--- config.mk ---
export PLATFORM = sky130hd
export DESIGN_NAME = tclg_rule
export DESIGN_NICKNAME = d
export VERILOG_FILES = /design/src/sv/tclg_pkg.sv /design/src/sv/tclg_rule.sv
export SDC_FILE = /design/constraint.sdc
export NUM_CORES = 1
export LEC_CHECK = 0
export BUFFER_PORTS_ARGS = -buffer_cell sky130_fd_sc_hd__buf_2
export CORE_ASPECT_RATIO = 1.2
export CORE_MARGIN = 2
export CORE_UTILIZATION = 62
export DETAILED_ROUTE_END_ITERATION = 8
export PLACE_DENSITY = 0.83
export SYNTH_ARGS = -nofsm -noshare
export SYNTH_HDL_FRONTEND = slang
export SYNTH_SLANG_ARGS = --single-unit
--- constraint.sdc ---
create_clock -name vclk -period 10.17
set_input_delay 2.034 -clock vclk [all_inputs]
set_output_delay 2.034 -clock vclk [all_outputs]
set_load 0.01 [all_outputs]
--- src/sv/tclg_pkg.sv ---
package tclg_pkg;

  // Field widths fixed by the item formats
  localparam int CMD_W   = 2;
  localparam int COORD_W = 6;
  localparam int CELL_W  = 2;
  localparam int CFG_W   = 7;
  localparam int CFG_IDX_W = 1;

  typedef logic [CELL_W-1:0] cell_t;

  // Cell codes
  localparam cell_t CELL_EMPTY = 2'd0;
  localparam cell_t CELL_A     = 2'd1;
  localparam cell_t CELL_B     = 2'd2;

  // Command codes
  localparam logic [CMD_W-1:0] CMD_WRITE   = 2'd0;
  localparam logic [CMD_W-1:0] CMD_READ    = 2'd1;
  localparam logic [CMD_W-1:0] CMD_ADVANCE = 2'd2;

  // Configuration register indexes
  localparam logic [CFG_IDX_W-1:0] CFG_GRID_WIDTH  = 1'b0;
  localparam logic [CFG_IDX_W-1:0] CFG_GRID_HEIGHT = 1'b1;

  // Reset value of both size registers
  localparam logic [CFG_W-1:0] CFG_SIZE_RESET = 7'd64;

  // Neighbor counts of the life rule
  localparam logic [3:0] NBR_KEEP  = 4'd2;
  localparam logic [3:0] NBR_BIRTH = 4'd3;

endpackage

--- src/sv/tclg_rule.sv ---
module tclg_rule (
  input  tclg_pkg::cell_t win_i [0:2][0:2],
  output tclg_pkg::cell_t next_o
);
  import tclg_pkg::*;

  logic [3:0] na;
  logic [3:0] nb;
  logic [3:0] total;
  cell_t      self_c;

  // Count colored neighbors around the window center
  always_comb begin
    na = 4'd0;
    nb = 4'd0;
    for (int c = 0; c < 3; c++) begin
      for (int r = 0; r < 3; r++) begin
        if (!(c == 1 && r == 1)) begin
          if (win_i[c][r] == CELL_A) begin
            na = na + 4'd1;
          end else if (win_i[c][r] == CELL_B) begin
            nb = nb + 4'd1;
          end
        end
      end
    end
    total  = na + nb;
    self_c = win_i[1][1];
  end

  // Apply survival and birth with majority color
  always_comb begin
    if (self_c != CELL_EMPTY) begin
      next_o = (total == NBR_KEEP || total == NBR_BIRTH) ? self_c : CELL_EMPTY;
    end else if (total == NBR_BIRTH) begin
      next_o = (na > nb) ? CELL_A : CELL_B;
    end else begin
      next_o = CELL_EMPTY;
    end
  end

endmodule

==> impl_metrics.env <==
export IMPL_synth_fa_ha_area_share_pct=19.4
export IMPL_tightest_slew_ns=0.735
export IMPL_synthXorXnorAreaFrac_pct=27.6
export IMPL_antenna_found_initial=0
export IMPL_seq_area_um2=0
export IMPL_leakagePower_nw=0.685
export IMPL_finalMaxSlewViolations=0
export IMPL_final_layout_size_suffix_gt1_share_pct=18.6
export IMPL_fp_dieW_um=47.2
export IMPL_crit_family="adder cells"
export IMPL_yosys_warnings=0
export IMPL_routedWlPerCell_um=11.9
export IMPL_finalNetCount=240
export IMPL_synth_compound_gate_area_share_pct=14.1
export IMPL_routed_via_density=5.55
export IMPL_n_antenna_cell=0
export IMPL_grt_use_total_pct=22.9
export IMPL_syn_num_nets=223
export IMPL_tns_ns=0
export IMPL_core_region_area_um2=2090
export IMPL_setup_violations=0
export IMPL_hold_path_depth=4
export IMPL_cp_arrival_ns=7.68
export IMPL_start_util_pct=66.4
export IMPL_min_path_type="in2out"
export IMPL_postCtsSetupBuffers=0
export IMPL_die_area_um2=2640
export IMPL_grt_start_max_net_pins=12
export IMPL_path_depth=28
export IMPL_seq_cells=0
export IMPL_crit_slowest_cell="or3b_2"
export IMPL_area_growth_pct=8.63
export IMPL_critical_path_max_stage_delay_ns=0.45
export IMPL_die_y_um=55.9
export IMPL_grt_setup_unrepaired="false"
export IMPL_grt_pass1_vias=1245
export IMPL_drt_iter0_markers=17
export IMPL_routed_wl_um=2720
export IMPL_ir_drop_mv=0.0600
export IMPL_ant_nets=0
export IMPL_synth_cell_types=44
export IMPL_synth_mux_area_share_pct=5.58
export IMPL_required_ns=8.14
export IMPL_critPathBufInv=4
export IMPL_n_clock_buffer=0
export IMPL_syn_area_um2=1390
export IMPL_vias=1271
export IMPL_path_max_fanout=6
export IMPL_drc_errors=0
export IMPL_worstSetupStartpointType="input port"
export IMPL_gp_congestion=0.842
export IMPL_yosys_area_share_simple_pct=27.9
export IMPL_cpMostUsedCell="ha_1"
export IMPL_timing_fmax_mhz=103
export IMPL_cap_violations=0
export IMPL_p_total_mw=0.146
export IMPL_multiInputGateArea_um2=1320
export IMPL_avgSynthCellArea_um2=7.56
export IMPL_whs_ns=4.38
export IMPL_grt_ovfl_total=0
export IMPL_synth_top_family_by_area="simple AND/OR/NAND/NOR gates"
export IMPL_firstDrtPassIters=4
export IMPL_syn_instance_count=184
export IMPL_fill_cells=188
export IMPL_fin_crit_sh_pct=95.5
export IMPL_layout_commonest_cell="xnor2_1"
export IMPL_status="finished, final reports clean"
export IMPL_synth_seq_area_share_pct=0
export IMPL_power_per_cell_area_nw_per_um2=96.9
export IMPL_final_cell_mix="xnor2_1, ha_1, buf_2"
export IMPL_relSlewSlack_pct=50.9
export IMPL_path_class="in2out"
export IMPL_rows=18
export IMPL_min_period_ns=9.71
export IMPL_endpoint_kind="output pin"
export IMPL_grt_pass1_wl_um=4890
export IMPL_hpwl_um=2390
export IMPL_portBuffers=20
export IMPL_hold_violations=0
export IMPL_ios=20
[path summary, 6_finish.rpt]
check  startpoint         to  slack, ns
max     win_i[17]  next_o[0]       0.46
min      win_i[9]  next_o[1]       4.38
[per-layer routing]
| layer | up-vias | GRT usage, % | share of wire [%] | wire [um] |
|---|---|---|---|---|
| li1 | 655 | - | - | - |
| met5 | - | 0 | 0 | 0 |
| met3 | 2 | 0 | 1.7 | 47 |
| met4 | 0 | 1.19 | 0.59 | 16 |
| met2 | 23 | 44.8 | 57 | 1540 |
| met1 | 591 | 27.0 | 41 | 1110 |
[final cells by class]
class,count,share of cell area (%)
Multi-Input combinational cell,165,87.3
Inverter,14,3.64
Tap cell,30,2.48
Timing Repair Buffer,20,6.62
[logic make-up (layout without fill, tap and decap cells)]
logic type / count (synthesis) / in the layout
buffers and inverters: 19 / 34
AOI/OAI and AO/OA: 30 / 30
muxes: 6 / 6
and+or+nand+nor: 71 / 71
adders and majority gates: 21 / 21
xor gates and xnor gates: 37 / 37
[cell usage after synthesis, types with 2 or more instances]
cell      number  area share (%)
nand2b_1       8             3.6
nand3b_1       3             1.6
nor3b_1        2             1.1
ha_1          20              18
and3b_1        2             1.3
o21ai_0        4             1.4
nor3_1         4             1.4
xnor2_1       24              15
a21oi_1        9             3.2
mux2_2         4             3.2
or3b_2         2             1.3
nor2b_1        9             4.0
nand3_1        3             1.1
nand2_1       17             4.6
inv_1         13             3.5
clkbuf_1       4             1.1
xor2_1         9             5.7
a31oi_1        7             3.1
nor2_1        14             3.8
and3_1         2            0.90
[power by group]
group          switching [mW]  total [mW]  internal [mW]  leakage [nW]
registers                   0           0              0             0
clock network               0           0              0             0
logic                  0.0783       0.146         0.0682         0.685
total                  0.0783       0.146         0.0682         0.685
[what timing repair did]
| action | 4_1_cts | 5_1_grt |
|---|---|---|
| gates resized for setup | 0 | 1 |
| endpoints found under the setup margin | 0 | 1 |
| hold buffers | 0 | 0 |
[through the flow]
stage | instance area, um^2 | instances | setup slack [ns] | util [%]
2_1_floorplan | 1390 | 184 | 1.08 | -
6_report | 1510 | 229 | 0.460 | 72.2
3_3_place_gp | 1510 | 229 | 0.583 | 72.0
4_1_cts | 1510 | 229 | 0.384 | 72.0
3_5_place_dp | 1510 | 229 | 0.402 | 72.0
5_1_grt | 1510 | 229 | 0.0639 | 72.2
Power figures use the tool's default switching activity.
